===== config.mk =====
export PLATFORM = sky130hd
export DESIGN_NAME = ils_back
export DESIGN_NICKNAME = d
export VERILOG_FILES = /design/src/sv/ils_pkg.sv /design/src/sv/ils_back.sv
export VERILOG_INCLUDE_DIRS = /design/src /design/src/sv
export SDC_FILE = /design/constraint.sdc
export NUM_CORES = 2
export LEC_CHECK = 0
export BUFFER_PORTS_ARGS = -buffer_cell sky130_fd_sc_hd__buf_2
export CAP_MARGIN = 20
export CORE_AREA = 2 2 277 279
export DETAILED_ROUTE_END_ITERATION = 8
export DIE_AREA = 0 0 279 281
export PLACE_DENSITY = 0.64
export SLEW_MARGIN = 25
export SYNTH_ARGS = -nofsm -noshare
export SYNTH_HDL_FRONTEND = slang
export SYNTH_SLANG_ARGS = --single-unit

===== constraint.sdc =====
create_clock -name clk -period 4.1 [get_ports clk]
set_input_delay 0.41 -clock clk [delete_from_list [all_inputs] [get_ports clk]]
set_output_delay 0.41 -clock clk [all_outputs]
set_load 0.05 [all_outputs]

===== src/sv/image_laplacian_stencil_top_assert.svh =====
// ---------------------------------------------------------------------------
// Assertion macros for the Laplacian stencil block
// Same-cycle and next-cycle implication checks with asynchronous reset.
// ---------------------------------------------------------------------------
`ifndef IMAGE_LAPLACIAN_STENCIL_TOP_ASSERT_SVH
`define IMAGE_LAPLACIAN_STENCIL_TOP_ASSERT_SVH

// ante implies cons in the same cycle
`define ILS_ASSERT_NOW(lbl, ck, rn, ante, cons, msg) \
	lbl: assert property (@(posedge ck) disable iff (!rn) (ante) |-> (cons)) \
		else $error(msg);

// ante implies cons in the next cycle
`define ILS_ASSERT_NEXT(lbl, ck, rn, ante, cons, msg) \
	lbl: assert property (@(posedge ck) disable iff (!rn) (ante) |=> (cons)) \
		else $error(msg);

`endif


===== src/sv/ils_pkg.sv =====
// ---------------------------------------------------------------------------
// ils_pkg
// Shared types, widths and register codes of the Laplacian stencil block.
// ---------------------------------------------------------------------------
`timescale 1ns / 1ps
`default_nettype none

package ils_pkg;

	localparam int SAMPLE_W   = 16;
	localparam int SIZE_W     = 11;
	localparam int COEF_W     = 24;
	localparam int IDX_W      = 10;
	localparam int RES_W      = 32;
	localparam int DIFF_W     = 18;
	localparam int FRAC_W     = 16;
	localparam int PROD_W     = DIFF_W + COEF_W + 1;
	localparam int SUM_W      = PROD_W + 1;
	localparam int CFG_IDX_W  = 2;
	localparam int FIFO_DEPTH = 4;
	localparam int FIFO_PTR_W = $clog2(FIFO_DEPTH);
	localparam int FIFO_CNT_W = $clog2(FIFO_DEPTH + 1);
	localparam int NUM_JOBS   = 5;

	localparam logic [CFG_IDX_W-1:0] REG_WIDTH   = 2'd0;
	localparam logic [CFG_IDX_W-1:0] REG_HEIGHT  = 2'd1;
	localparam logic [CFG_IDX_W-1:0] REG_X_COEFF = 2'd2;
	localparam logic [CFG_IDX_W-1:0] REG_Y_COEFF = 2'd3;

	localparam logic [SIZE_W-1:0] SIZE_RESET = 11'd1024;
	localparam logic [COEF_W-1:0] COEF_RESET = 24'd65536;
	localparam logic signed [SUM_W-1:0] ROUND_BIAS = 44'sd32768;

	// queue word: second differences plus pixel tags
	typedef struct packed {
		logic signed [DIFF_W-1:0] dx;
		logic signed [DIFF_W-1:0] dy;
		logic [IDX_W-1:0]         row;
		logic [IDX_W-1:0]         col;
		logic                     last_run;
		logic                     last_frame;
	} job_t;

	function automatic logic [1:0] slot_inc(input logic [1:0] s);
		return (s == 2'd2) ? 2'd0 : 2'(s + 2'd1);
	endfunction

	function automatic logic [1:0] slot_dec(input logic [1:0] s);
		return (s == 2'd0) ? 2'd2 : 2'(s - 2'd1);
	endfunction

endpackage

`default_nettype wire


===== src/sv/ils_back.sv =====
// ---------------------------------------------------------------------------
// ils_back
// Coefficient multiply, rounding and result register with stall control.
// ---------------------------------------------------------------------------
`timescale 1ns / 1ps
`default_nettype none
`include "image_laplacian_stencil_top_assert.svh"

module ils_back (
	input  wire logic                              clk,
	input  wire logic                              arst_n,
	input  wire ils_pkg::job_t                     head,
	input  wire logic                              empty,
	output logic                                   pop,
	input  wire logic [ils_pkg::COEF_W-1:0]        x_coeff,
	input  wire logic [ils_pkg::COEF_W-1:0]        y_coeff,
	output logic                                   out_valid,
	input  wire logic                              out_ready,
	output logic signed [ils_pkg::RES_W-1:0]       result_value,
	output logic [ils_pkg::IDX_W-1:0]              result_row,
	output logic [ils_pkg::IDX_W-1:0]              result_col,
	output logic                                   last_of_run,
	output logic                                   last_of_frame
);

	localparam int Q_W = ils_pkg::SUM_W - ils_pkg::FRAC_W;

	logic signed [ils_pkg::COEF_W:0]       cx;
	logic signed [ils_pkg::COEF_W:0]       cy;
	logic                                  en;
	logic                                  s2_v_q;
	logic signed [ils_pkg::PROD_W-1:0]     px_s2;
	logic signed [ils_pkg::PROD_W-1:0]     py_s2;
	ils_pkg::job_t                         tag_s2;
	logic                                  out_v_q;
	logic signed [ils_pkg::SUM_W-1:0]      sum;
	logic signed [Q_W-1:0]                 q;

	assign cx  = {1'b0, x_coeff};
	assign cy  = {1'b0, y_coeff};
	assign en  = !out_v_q || out_ready;
	assign pop = en && !empty;

	always_ff @(posedge clk or negedge arst_n) begin
		if (!arst_n) begin
			s2_v_q  <= 1'b0;
			out_v_q <= 1'b0;
		end else if (en) begin
			s2_v_q  <= pop;
			out_v_q <= s2_v_q;
		end
	end

	always_comb begin
		sum = ils_pkg::SUM_W'(px_s2) + ils_pkg::SUM_W'(py_s2) + ils_pkg::ROUND_BIAS;
		q   = sum[ils_pkg::SUM_W-1:ils_pkg::FRAC_W];
	end

	always_ff @(posedge clk) begin
		if (en) begin
			px_s2         <= head.dx * cx;
			py_s2         <= head.dy * cy;
			tag_s2        <= head;
			result_value  <= ils_pkg::RES_W'(q);
			result_row    <= tag_s2.row;
			result_col    <= tag_s2.col;
			last_of_run   <= tag_s2.last_run;
			last_of_frame <= tag_s2.last_frame;
		end
	end

	assign out_valid = out_v_q;

	`ILS_ASSERT_NEXT(a_pipe_advance, clk, arst_n, en && s2_v_q, out_v_q, "product stage lost on advance")

endmodule

`default_nettype wire


==> flow_metrics.tcl <==
set metrics [dict create \
    drc 0 \
    clock_sinks 160 \
    ys_warn_count 0 \
    fin_skew_ns 0.0150 \
    netlist_top_cells_area "fa_1 39%, edfxtp_1 13%, ha_1 13%" \
    tns_ns -71.59 \
    die-width_um 279 \
    syn_avg_cell_area_um2 9.38 \
    synth_commonest_cells "914 x inv_1, 704 x fa_1, 531 x nand2_1, 373 x ha_1, 332 x and2_1" \
    start_util_pct 47.6 \
    hold_path.class "primary input to flip-flop" \
    cts_buffers 17 \
    cp_num_buf_inv 6 \
    max_freq_ghz 0.176 \
    viasPerCell 5.08 \
    netlist_area_um2 35900 \
    violations "setup timing" \
    drt_iter0_markers 1261 \
    slew_viol_final 0 \
    synthArstFlopShare_pct 1.25 \
    r2r_setup_slack_ns 0.64 \
    dpl.cell_count 5259 \
    grt_max_degree 56 \
    syn2layout_area_growth_pct 26.5 \
    gp_congestion 0.871 \
    path_max_fanout 6 \
    maxCapViolCount 0 \
    setup_slack_ns -1.59 \
    critPathMaxStageDelay_ns 0.54 \
    netlist.area_leader.share_pct 39.3 \
    die_h_um 281 \
    relSlewSlack_pct 35.1 \
    synth_edf_count 158 \
    root_buffer "clkbuf_16" \
    ys.flop_type "edfxtp_1" \
    cts_tree "done" \
    netlist_instances 3826 \
    setup_viol 67 \
    critPathCaptureType "flip-flop" \
    fin_cells 5375 \
    wl_per_cell_um 15.9 \
    die_area_um2 78400 \
    cp.required_ns 4.28 \
    status "finished, violations left" \
    antenna_found_initial 4 \
    route.antenna.remaining_nets 0 \
    post-route-period-util_pct 139 \
    wl_um 85300 \
    rows 101 \
    cp_top_family "adder cells" \
    clk_pin_slew_worst_paths_ns 0.08 \
    yosys.area.top_type "fa_1" \
    yosysUniqueCellTypes 70 \
    dpl_cell_area_um2 41700 \
    ios 166 \
    cp-start-kind "primary input" \
    synth_fp_nets 5013 \
    grt_pass1_vias 29415 \
    hold_viol_final 0 \
    yosysMostFrequentCell "inv_1" \
    htreeDepth 4 \
    drive_above_1_share_pct 27.2 \
    ys_seq_area_share_pct 13.4 \
    dr_total_vias 27297 \
    grtUsageTotal_pct 22.8 \
    clk_latency_ns 0.45 \
    grt_pass1_wl_um 144000 \
    rsz0062_at_grt "yes" \
    worstMarginPinSlew_ns 0.971 \
    dp_hpwl_um 71200 \
    min_period_ns 5.69 \
    io_buffers 165 \
    dr.pass1.iters 5 \
    design_area_um2 45400 \
    overflow 0 \
    coreArea_um2 75400 \
    cp_slowest_cell "fa_1" \
    synth-seq-cells 160 \
    crit_top_cell "fa_1" \
    cts.path.max_buffers 2 \
    critical_path_class "primary input to flip-flop" \
    post-place-ws_ns -2.29 \
    crit_arrival_ns 5.87 \
    nets 5570 \
    crit_chain "buf_12, and2_4, fa_1, inv_2, fa_1, fa_1, inv_2, fa_1, fa_1, inv_1, fa_1, inv_2, ha_4, a21o_1, a21oi_2, inv_2, a221o_1, a31o_4, a211o_4, a41oi_2, mux2i_1, nand3_1" \
]
## final cells by class
| cell class | count | area, um^2 |
|---|---|---|
| clock buffers | 17 | 425 |
| inverters | 916 | 3450 |
| clock inverters | 15 | 178 |
| fillers | 6310 | 30100 |
| diodes | 1 | 2.50 |
| repair buffers | 702 | 6090 |
| multi-input cells | 2586 | 29200 |
| well taps | 978 | 1220 |
| flip-flops and latches | 160 | 4790 |
## flip-flops by register name (all words and copies together), names as in the netlist
signal	cells
s2_v_q	1
px_s2	43
result_row	10
py_s2	43
last_of_run	1
tag_s2	22
out_valid	1
result_col	10
last_of_frame	1
result_value	28
## metal layers
layer / part of all wire (%) / vias to the layer above / track usage (%) / wire [um]
met5: 0 / - / 0 / 0
li1: - / 12659 / - / -
met3: 3.8 / 144 / 2.32 / 3230
met1: 43 / 13936 / 29.9 / 36300
met4: 2.7 / 0 / 6.19 / 2300
met2: 51 / 558 / 40.3 / 43400
## cell usage in the layout, fill, tap and decap left out, types with 26 or more instances in the layout
cell type / count
inv_1: 839
fa_1: 646
nand2_1: 475
buf_4: 420
ha_1: 318
and2_1: 283
edfxtp_1: 158
buf_6: 123
buf_2: 100
inv_2: 73
nor2_1: 71
a21oi_1: 61
a21o_1: 59
fa_2: 58
xnor2_1: 56
ha_4: 52
and2_4: 49
nand2_2: 40
buf_12: 31
xor2_1: 30
a21oi_2: 26
## final timing paths
| path | from | end | cells after the start |
|---|---|---|---|
| min | head[14] | tag_s2[14] | 1 |
| min reg2reg | tag_s2[9] | result_col[7] | 0 |
| min in group asynchronous | arst_n | out_valid | 2 |
| max | head[28] | py_s2[41] | 22 |
| max reg2reg | px_s2[10] | result_value[18] | 11 |
| max in group asynchronous | arst_n | s2_v_q | 2 |
## kinds of logic after synthesis
kind of cell	after synthesis	synth area share, %
XOR/XNOR	97	2.37
AO/OA/AOI/OAI	315	5.89
buffers and inverters	1080	11.4
multiplexers	2	0.0558
flip-flops	160	13.4
adder cells (fa/ha/maj)	1077	52.3
AND/OR/NAND/NOR	1095	14.7
## repair_timing
action                                 in CTS  in global routing
endpoints found under the hold margin       2                  0
gates cloned                                1                  1
hold buffers                                1                  0
setup endpoints to repair                  69                 69
pin swaps                                 233                136
setup buffers                              59                 37
gates resized for setup                   441                195
## per-stage QoR
stage / util [%] / hold WS, ns
after floorplan: - / 0.114
after global placement: 55.3 / 0.197
after detailed placement: 55.3 / 0.198
after CTS: 58.8 / 0.116
after global routing: 60.1 / 0.109
final: 60.1 / 0.134
Power is not shown: default switching activity piles up to over one toggle a cycle in this logic, so the estimate is an artifact.
