--- src/sv/image_laplacian_stencil_top_assert.svh ---
// ---------------------------------------------------------------------------
// Assertion macros for the Laplacian stencil block
// Same-cycle and next-cycle implication checks with asynchronous reset.
// ---------------------------------------------------------------------------
`ifndef IMAGE_LAPLACIAN_STENCIL_TOP_ASSERT_SVH
`define IMAGE_LAPLACIAN_STENCIL_TOP_ASSERT_SVH

// ante implies cons in the same cycle
`define ILS_ASSERT_NOW(lbl, ck, rn, ante, cons, msg) \
	lbl: assert property (@(posedge ck) disable iff (!rn) (ante) |-> (cons)) \
		else $error(msg);

// ante implies cons in the next cycle
`define ILS_ASSERT_NEXT(lbl, ck, rn, ante, cons, msg) \
	lbl: assert property (@(posedge ck) disable iff (!rn) (ante) |=> (cons)) \
		else $error(msg);

`endif

--- src/sv/ils_pkg.sv ---
// ---------------------------------------------------------------------------
// ils_pkg
// Shared types, widths and register codes of the Laplacian stencil block.
// ---------------------------------------------------------------------------
`timescale 1ns / 1ps
`default_nettype none

package ils_pkg;

	localparam int SAMPLE_W   = 16;
	localparam int SIZE_W     = 11;
	localparam int COEF_W     = 24;
	localparam int IDX_W      = 10;
	localparam int RES_W      = 32;
	localparam int DIFF_W     = 18;
	localparam int FRAC_W     = 16;
	localparam int PROD_W     = DIFF_W + COEF_W + 1;
	localparam int SUM_W      = PROD_W + 1;
	localparam int CFG_IDX_W  = 2;
	localparam int FIFO_DEPTH = 4;
	localparam int FIFO_PTR_W = $clog2(FIFO_DEPTH);
	localparam int FIFO_CNT_W = $clog2(FIFO_DEPTH + 1);
	localparam int NUM_JOBS   = 5;

	localparam logic [CFG_IDX_W-1:0] REG_WIDTH   = 2'd0;
	localparam logic [CFG_IDX_W-1:0] REG_HEIGHT  = 2'd1;
	localparam logic [CFG_IDX_W-1:0] REG_X_COEFF = 2'd2;
	localparam logic [CFG_IDX_W-1:0] REG_Y_COEFF = 2'd3;

	localparam logic [SIZE_W-1:0] SIZE_RESET = 11'd1024;
	localparam logic [COEF_W-1:0] COEF_RESET = 24'd65536;
	localparam logic signed [SUM_W-1:0] ROUND_BIAS = 44'sd32768;

	// queue word: second differences plus pixel tags
	typedef struct packed {
		logic signed [DIFF_W-1:0] dx;
		logic signed [DIFF_W-1:0] dy;
		logic [IDX_W-1:0]         row;
		logic [IDX_W-1:0]         col;
		logic                     last_run;
		logic                     last_frame;
	} job_t;

	function automatic logic [1:0] slot_inc(input logic [1:0] s);
		return (s == 2'd2) ? 2'd0 : 2'(s + 2'd1);
	endfunction

	function automatic logic [1:0] slot_dec(input logic [1:0] s);
		return (s == 2'd0) ? 2'd2 : 2'(s - 2'd1);
	endfunction

endpackage

`default_nettype wire

--- src/sv/ils_fifo.sv ---
// ---------------------------------------------------------------------------
// ils_fifo
// Short word queue between the stencil front end and the arithmetic back end.
// ---------------------------------------------------------------------------
`timescale 1ns / 1ps
`default_nettype none
`include "image_laplacian_stencil_top_assert.svh"

module ils_fifo (
	input  wire logic                           clk,
	input  wire logic                           arst_n,
	input  wire logic                           push,
	input  wire ils_pkg::job_t                  push_job,
	input  wire logic                           pop,
	output ils_pkg::job_t                       head,
	output logic                                empty,
	output logic [ils_pkg::FIFO_CNT_W-1:0]      count
);

	ils_pkg::job_t                     mem_q [ils_pkg::FIFO_DEPTH];
	logic [ils_pkg::FIFO_PTR_W-1:0]    wr_q;
	logic [ils_pkg::FIFO_PTR_W-1:0]    rd_q;
	logic [ils_pkg::FIFO_CNT_W-1:0]    cnt_q;

	always_ff @(posedge clk or negedge arst_n) begin
		if (!arst_n) begin
			wr_q  <= '0;
			rd_q  <= '0;
			cnt_q <= '0;
		end else begin
			if (push)
				wr_q <= ils_pkg::FIFO_PTR_W'(wr_q + 1'b1);
			if (pop)
				rd_q <= ils_pkg::FIFO_PTR_W'(rd_q + 1'b1);
			if (push && !pop)
				cnt_q <= ils_pkg::FIFO_CNT_W'(cnt_q + 1'b1);
			else if (pop && !push)
				cnt_q <= ils_pkg::FIFO_CNT_W'(cnt_q - 1'b1);
		end
	end

	always_ff @(posedge clk) begin
		if (push)
			mem_q[wr_q] <= push_job;
	end

	assign head  = mem_q[rd_q];
	assign empty = (cnt_q == '0);
	assign count = cnt_q;

	`ILS_ASSERT_NOW(a_fifo_no_overflow, clk, arst_n, push && !pop, cnt_q < ils_pkg::FIFO_CNT_W'(ils_pkg::FIFO_DEPTH), "queue overflow")

endmodule

`default_nettype wire

--- config.mk ---
export PLATFORM = sky130hd
export DESIGN_NAME = ils_fifo
export DESIGN_NICKNAME = d
export VERILOG_FILES = /design/src/sv/ils_pkg.sv /design/src/sv/ils_fifo.sv
export VERILOG_INCLUDE_DIRS = /design/src /design/src/sv
export SDC_FILE = /design/constraint.sdc
export NUM_CORES = 1
export LEC_CHECK = 0
export ABC_AREA = 1
export ABC_CLOCK_PERIOD_IN_PS = 2900
export BUFFER_PORTS_ARGS = -buffer_cell sky130_fd_sc_hd__buf_2
export CAP_MARGIN = 20
export CORE_UTILIZATION = 58
export CTS_BUF_LIST = sky130_fd_sc_hd__clkbuf_16
export DETAILED_ROUTE_END_ITERATION = 16
export PLACE_DENSITY = 0.91
export SLEW_MARGIN = 20
export SYNTH_ARGS = -nofsm -noshare
export SYNTH_HDL_FRONTEND = slang
export SYNTH_SLANG_ARGS = --single-unit
--- constraint.sdc ---
create_clock -name clk -period 2.9 [get_ports clk]
set_input_delay 0.145 -clock clk [delete_from_list [all_inputs] [get_ports clk]]
set_output_delay 0.145 -clock clk [all_outputs]
set_load 0.05 [all_outputs]
==> results of run 1 <==
-- flip-flops by register name, summed over array words and instances, names as in the netlist --
name,count
count,3
rd_q,2
mem_q,232
wr_q,2
-- cells in the mapped netlist (2+ instances only) --
| master | instances |
|---|---|
| sky130_fd_sc_hd__buf_6 | 19 |
| sky130_fd_sc_hd__dfrtp_1 | 7 |
| sky130_fd_sc_hd__o211ai_1 | 57 |
| sky130_fd_sc_hd__buf_4 | 2 |
| sky130_fd_sc_hd__ha_1 | 5 |
| sky130_fd_sc_hd__xor2_1 | 3 |
| sky130_fd_sc_hd__o211ai_2 | 59 |
| sky130_fd_sc_hd__nand2_1 | 187 |
| sky130_fd_sc_hd__edfxtp_1 | 232 |
| sky130_fd_sc_hd__inv_1 | 127 |
| sky130_fd_sc_hd__buf_2 | 14 |
| sky130_fd_sc_hd__buf_8 | 3 |
-- worst max-delay path by stage --
stage             from          end  slack (ns)  cells past startpoint
2_1_floorplan  wr_q[0]  mem_q[0][0]        0.68                      4
3_3_place_gp   rd_q[0]     head[24]        1.00                      4
3_5_place_dp   rd_q[0]     head[30]        0.96                      4
4_1_cts        rd_q[0]     head[30]        0.41                      4
5_1_grt        rd_q[0]     head[25]        0.27                      4
6_report       rd_q[0]      head[0]        0.37                      4
-- worst max-delay path, stage by stage, from the launching register on --
cell,delay [ns]
sky130_fd_sc_hd__dfrtp_4,0.81
sky130_fd_sc_hd__buf_4,0.41
sky130_fd_sc_hd__o211ai_1,0.19
sky130_fd_sc_hd__nand2_1,0.14
sky130_fd_sc_hd__buf_2,0.27
-- metal layers --
metal,part of all wire [%],up-vias
met4,3.0,0
met2,50,332
met1,40,3009
met5,0,-
met3,7.2,59
li1,-,2873
-- cell type report --
cell class | instances | area [sq um] | share of cell area, %
Sequential cell | 239 | 7150 | 59.0
Multi-Input combinational cell | 317 | 2010 | 16.5
Inverter | 128 | 483 | 3.98
Timing Repair Buffer | 197 | 1400 | 11.5
Tap cell | 220 | 275 | 2.27
Clock buffer | 25 | 626 | 5.16
Clock inverter | 17 | 188 | 1.55
-- cell families after synthesis --
group                    after synthesis  share of synthesized area [%]
AO/OA/AOI/OAI                        117                           11.7
AND/OR/NAND/NOR                      190                           7.18
buffers and inverters                168                           8.51
flip-flops                           239                           71.4
adder cells (fa/ha/maj)                6                          0.826
XOR/XNOR                               4                          0.350
-- per-stage QoR --
| step | util, % | total power, mW | cells |
|---|---|---|---|
| 2_1_floorplan | - | 9.85 | 724 |
| 5_1_grt | 72.6 | 14.9 | 1143 |
| 3_3_place_gp | 64.1 | 10.9 | 1040 |
| 4_1_cts | 72.6 | 14.3 | 1143 |
| 3_5_place_dp | 64.1 | 11.0 | 1040 |
| 6_report | 72.6 | 14.3 | 1143 |
-- power by group through the flow --
| stage | combinational [mW] | clock (mW) | sequential [mW] |
|---|---|---|---|
| 2_1_floorplan | 5.01 | 0 | 4.84 |
| 3_3_place_gp | 5.98 | 0 | 4.87 |
| 3_5_place_dp | 6.12 | 0 | 4.91 |
| 4_1_cts | 6.23 | 3.17 | 4.86 |
| 5_1_grt | 6.64 | 3.33 | 4.92 |
| 6_report | 6.26 | 3.18 | 4.87 |
==> metrics.log, run 1 <==
[metrics] worst reg-to-reg setup slack: 1.05 ns
[metrics] proportion of power drawn by flip-flops and latches: about 34%
[metrics] R2R Path End: mem_q[0][26]
[metrics] number of slew-limit violations in the final report: 0
[metrics] Finish-stage setup viols: 0
[metrics] number of cells on the worst reg-to-reg path: 5
[metrics] worst relative slew slack: 37.5%
[metrics] hold-fix buffer count after cts: between 60 and 70
[metrics] Routed WL: between 20 and 25 mm
[metrics] die area: about 0.018 sq mm
[metrics] top library cells by usage in the layout, fill and taps aside: 232 x sky130_fd_sc_hd__edfxtp_1, 187 x sky130_fd_sc_hd__nand2_1, 125 x sky130_fd_sc_hd__inv_1
[metrics] mean number of vias per cell: roughly 5.5
[metrics] CTS tree: built
[metrics] clock tree root buffer cell: sky130_fd_sc_hd__clkbuf_16
[metrics] Die H: roughly 130 um
[metrics] gp weighted congestion: approximately 0.72
[metrics] highest attainable clock frequency: between 300 and 400 MHz
[metrics] total I/O pin count: 124
[metrics] static power due to leakage: between 4 and 5 nW
[metrics] synth-to-layout area growth: 21.3%
[metrics] starting density of the core: between 50% and 60%
[metrics] pin count of the biggest net entering global routing: 60
[metrics] post-synth design cell area: around 0.010 sq mm
[metrics] cts bufs inserted: 24
[metrics] Synth async-reset ratio: under 10%
[metrics] final routed DRC violation total: 0
[metrics] VDD IR-drop max: ~960 uV
[metrics] most used routing layer: met2
[metrics] final cycle utilization of the critical path: slightly below 90%
[metrics] total overflow reported by the global router: 0
[metrics] Vias: between 6000 and 7000
[metrics] total of buffers placed on input and output ports: 123
[metrics] share of the synthesized area in the top cell type: a little over two thirds
[metrics] met1 routing resource usage after global routing: 33.0%
[metrics] Synth warnings: 0
[metrics] initial DRC count: around 690
[metrics] cell accounting for the most synthesized area: sky130_fd_sc_hd__edfxtp_1
[metrics] count of mapped cells out of synthesis: 724
[metrics] classification of the worst setup path: reg2out
[metrics] met2 demand-to-capacity share in global routing: roughly two fifths
[metrics] average wire per standard cell: 18.7 um
[metrics] GRT met3 Usage: 3.23%
[metrics] source of the worst register-to-register timing path: wr_q[1]
[metrics] HP Class: in2async
[metrics] Post-Place Worst Slack: approximately 0.96 ns
[metrics] cell-internal power: around 8.0 mW
[metrics] Post-CTS Setup Inserts: 0
[metrics] Post-synth EDFFs: 232
[metrics] number of hold-slack violations in the final timing report: 0
[metrics] number of iterations in the first detailed-routing pass: 5
[metrics] core footprint: 0.0167 sq mm
[metrics] all-layer global routing usage: roughly a quarter
[metrics] wire length of the first global-routing pass: roughly 33 mm
[metrics] setup tns final: 0 ns
[metrics] later-pin clock latency in the skew report: 0.52 ns
[metrics] required time at the endpoint of the critical path: approximately 2.8 ns
[metrics] sequential share of the synthesized area: 71.4%
[metrics] final net count: about 980
[metrics] total net switching power: ~6.3 mW
[metrics] maximum buffer depth of the clock tree: 3
[metrics] fraction of power spent switching nets: between 40 and 50%
[metrics] fraction of final layout cells sized beyond drive strength 1: approximately 25%
[metrics] Placed Area: roughly 0.011 sq mm
[metrics] antenna diode count: 0
[metrics] Post-Route Skew: about 0.012 ns
[metrics] antenna-violating nets left: 0
[metrics] filler instances: 989
[metrics] power share of the clock group: between 20% and 30%
[metrics] post-DP HPWL: between 10 and 15 mm
[metrics] antenna violations before repair: 0
[metrics] Clock Sink Count: ~240
[metrics] hold_ws: between 0.01 and 0.015 ns
[metrics] Pwr Density: ~1200 mW/mm^2
[metrics] register bit total from synthesis: about 240
[metrics] Maximum Capacitance Violations: 0
[metrics] Clk pin slew, worst setup/hold paths: roughly 0.06 ns
[metrics] relative contribution of combinational cells to total power: between 40% and 50%
[metrics] data arrival time of the worst path: approximately 2.4 ns
[metrics] Critical Path Sink Type: primary output
[metrics] largest cells by area after synthesis: sky130_fd_sc_hd__edfxtp_1 70%, sky130_fd_sc_hd__o211ai_2 7.4%, sky130_fd_sc_hd__nand2_1 7.0%
[metrics] number of rows in the core area: 47
[metrics] horizontal die dimension: between 100 and 150 um
[metrics] average instance area after synthesis: between 10 and 15 sq um
[metrics] design area: about 0.012 sq mm
[metrics] post-layout minimum cycle time: 2.53 ns
[metrics] number of H-tree levels: 1
[metrics] unrepaired setup endpoints after global routing: no
[metrics] Most used DFF post-synth: sky130_fd_sc_hd__edfxtp_1
[metrics] Startpoint Class: register
[metrics] count of cells resized by post-cts repair: 0
[metrics] run status: finished clean
[metrics] commonest non-fill, non-tap cell in the layout: sky130_fd_sc_hd__edfxtp_1
[metrics] distinct cell type count after synthesis: 21
[metrics] largest fanout on the critical path: 45
[metrics] post-synthesis net count: approximately 790
[metrics] transition time at the pin with the least slew margin: approximately 0.94 ns
[metrics] vias in the first global route: 6174
[metrics] crit path setup slack, layout: 0.372 ns
No activity file was read; power rests on OpenSTA's default activity.
==> run 2: changes to the inputs <==
- HOLD_SLACK_MARGIN: unset -> 0.12
==> run 2 against run 1 <==
Core utilization rose by 0.060 points; hold slack improved by 0.37 ns; highest routed layer unchanged; critical path type unchanged; sequential share of layout area barely moved; clock-buffer cell count did not move; largest cell class unchanged; clock skew fell by 0.00089 ns.
==> metrics.log, run 2 (synthesis gave the netlist of run 1 again) <==
[metrics] run status: finished clean
[metrics] number of H-tree levels: 1 (unchanged)
[metrics] Clock Sink Count: 239 (unchanged)
[metrics] initial DRC count: 642 (-6.6%)
[metrics] antenna violations before repair: 0 (unchanged)
[metrics] number of rows in the core area: 47 (unchanged)
[metrics] max reg flops: 232 (unchanged)
[metrics] total I/O pin count: 124 (unchanged)
[metrics] largest register by flop count: mem_q
[metrics] antenna-violating nets left: 0 (unchanged)
[metrics] highest attainable clock frequency: 395 MHz (about the same)
[metrics] setup tns final: 0 ns (unchanged)
[metrics] unrepaired setup endpoints after global routing: no
[metrics] worst relative slew slack: 37.1% (-0.38 points)
[metrics] static power due to leakage: 4.99 nW (about the same)
[metrics] Pwr Density: 1180 mW/mm^2 (about the same)
[metrics] classification of the worst setup path: reg2out
[metrics] VDD IR-drop max: 963 uV (about the same)
[metrics] CTS tree: built
[metrics] Tot Pwr: 14.3 mW (+0.11%)
[metrics] wire length of the first global-routing pass: 33.2 mm (about the same)
[metrics] Post-Route Skew: 0.0114 ns (-0.000889 ns)
[metrics] number of slew-limit violations in the final report: 0 (unchanged)
[metrics] top library cells by usage in the layout, fill and taps aside: 232 x sky130_fd_sc_hd__edfxtp_1, 187 x sky130_fd_sc_hd__nand2_1, 125 x sky130_fd_sc_hd__inv_1
[metrics] filler instances: 984 (-0.51%)
[metrics] antenna diode count: 0 (unchanged)
[metrics] commonest non-fill, non-tap cell in the layout: sky130_fd_sc_hd__edfxtp_1
[metrics] Critical Path Sink Type: primary output
[metrics] horizontal die dimension: 133 um (unchanged)
[metrics] final routed DRC violation total: 0 (unchanged)
[metrics] pin count of the biggest net entering global routing: 60 (unchanged)
[metrics] post-layout minimum cycle time: 2.53 ns (+0.00120 ns)
[metrics] Die H: 133 um (unchanged)
[metrics] maximum buffer depth of the clock tree: 3 (unchanged)
[metrics] cts bufs inserted: 24 (unchanged)
[metrics] HP Class: in2reg
[metrics] total of buffers placed on input and output ports: 123 (unchanged)
[metrics] Finish-stage setup viols: 0 (unchanged)
[metrics] fraction of final layout cells sized beyond drive strength 1: 25.4% (-0.028 points)
[metrics] core footprint: 0.0167 sq mm (unchanged)
[metrics] clock tree root buffer cell: sky130_fd_sc_hd__clkbuf_16
[metrics] later-pin clock latency in the skew report: 0.52 ns (about the same)
[metrics] starting density of the core: 59.9% (unchanged)
[metrics] number of hold-slack violations in the final timing report: 0 (unchanged)
[metrics] Maximum Capacitance Violations: 0 (unchanged)
[metrics] all-layer global routing usage: 24.7% (about the same)
[metrics] die area: 0.0178 sq mm (unchanged)
[metrics] synth-to-layout area growth: 21.4% (about the same)
[metrics] post-DP HPWL: 11.9 mm (unchanged)
[metrics] worst reg-to-reg setup slack: 1.04 ns (about the same)
[metrics] gp weighted congestion: 0.723 (unchanged)
[metrics] number of iterations in the first detailed-routing pass: 5 (unchanged)
[metrics] Startpoint Class: register
[metrics] largest fanout on the critical path: 58 (+29%)
[metrics] vias in the first global route: 6180 (+0.097%)
[metrics] mean number of vias per cell: 5.49 (about the same)
[metrics] Post-CTS Setup Inserts: 0 (unchanged)
[metrics] final cycle utilization of the critical path: 87.2% (about the same)
[metrics] Clk pin slew, worst setup/hold paths: 0.06 ns (about the same)
[metrics] Routed WL: 21.5 mm (+0.38%)
[metrics] Min-Delay Path Depth: 2
[metrics] number of cells on the worst reg-to-reg path: 5 (unchanged)
[metrics] data arrival time of the worst path: 2.38 ns (about the same)
[metrics] total overflow reported by the global router: 0 (unchanged)
[metrics] required time at the endpoint of the critical path: 2.76 ns (about the same)
[metrics] Vias: 6275 (+0.032%)
[metrics] final net count: 976 (+0.10%)
[metrics] transition time at the pin with the least slew margin: 0.943 ns (+0.00565 ns)
[metrics] average wire per standard cell: 18.8 um (+0.30%)
-- run 2: critical path: stages (launching register included) --
cell	delay [ns]
sky130_fd_sc_hd__dfrtp_4	0.42
sky130_fd_sc_hd__buf_4	0.74
sky130_fd_sc_hd__o211ai_1	0.27
sky130_fd_sc_hd__nand2_1	0.14
sky130_fd_sc_hd__buf_2	0.27
-- run 2: layout make-up --
type	instances	area, sq um	area share, %
sequential	239	7150	58.9
timing repair buffer	198	1410	11.6
clock buffer	25	626	5.15
clock inverter	17	188	1.55
inverter	128	483	3.98
multi-input combinational	317	2010	16.5
tap	220	275	2.27
-- run 2: metal layers --
layer  track usage [%]  routed length (um)
met5                 0                   0
met4              8.84                 627
met3              3.23                1550
met2              41.7               10700
met1              33.0                8630
-- run 2: worst paths after layout --
path                                 to          from
min reg2reg                    count[2]      count[2]
max                             head[0]       rd_q[1]
min                        mem_q[3][41]  push_job[41]
min in group asynchronous      count[1]        arst_n
max reg2reg                mem_q[0][26]       wr_q[1]
max in group asynchronous       rd_q[1]        arst_n
-- run 2: timing repair --
| item | 4_1_cts | 5_1_grt |
|---|---|---|
| hold endpoints to repair | 245 | 0 |
| resized for setup | 0 | 0 |
| hold buffers | 62 | 0 |
-- run 2: stage by stage --
| step | hold slack [ns] | setup WS (ns) | utilization [%] | instances | instance area [sq um] |
|---|---|---|---|---|---|
| after floorplan | -0.151 | 0.681 | - | 724 | 10000 |
| after global placement | -0.000913 | 1.00 | 64.1 | 1040 | 10700 |
| after detailed placement | 0.00959 | 0.959 | 64.1 | 1040 | 10700 |
| after CTS | 0.369 | 0.408 | 72.7 | 1144 | 12100 |
| after global routing | 0.379 | 0.268 | 72.7 | 1144 | 12100 |
| final | 0.382 | 0.370 | 72.7 | 1144 | 12100 |
-- run 2: power breakdown --
part	total, mW	leakage, nW	switching [mW]	internal, mW
registers	4.87	2.21	0.336	4.53
logic	6.28	2.38	4.76	1.52
clock network	3.18	0.401	1.27	1.91
total	14.3	4.99	6.36	7.96
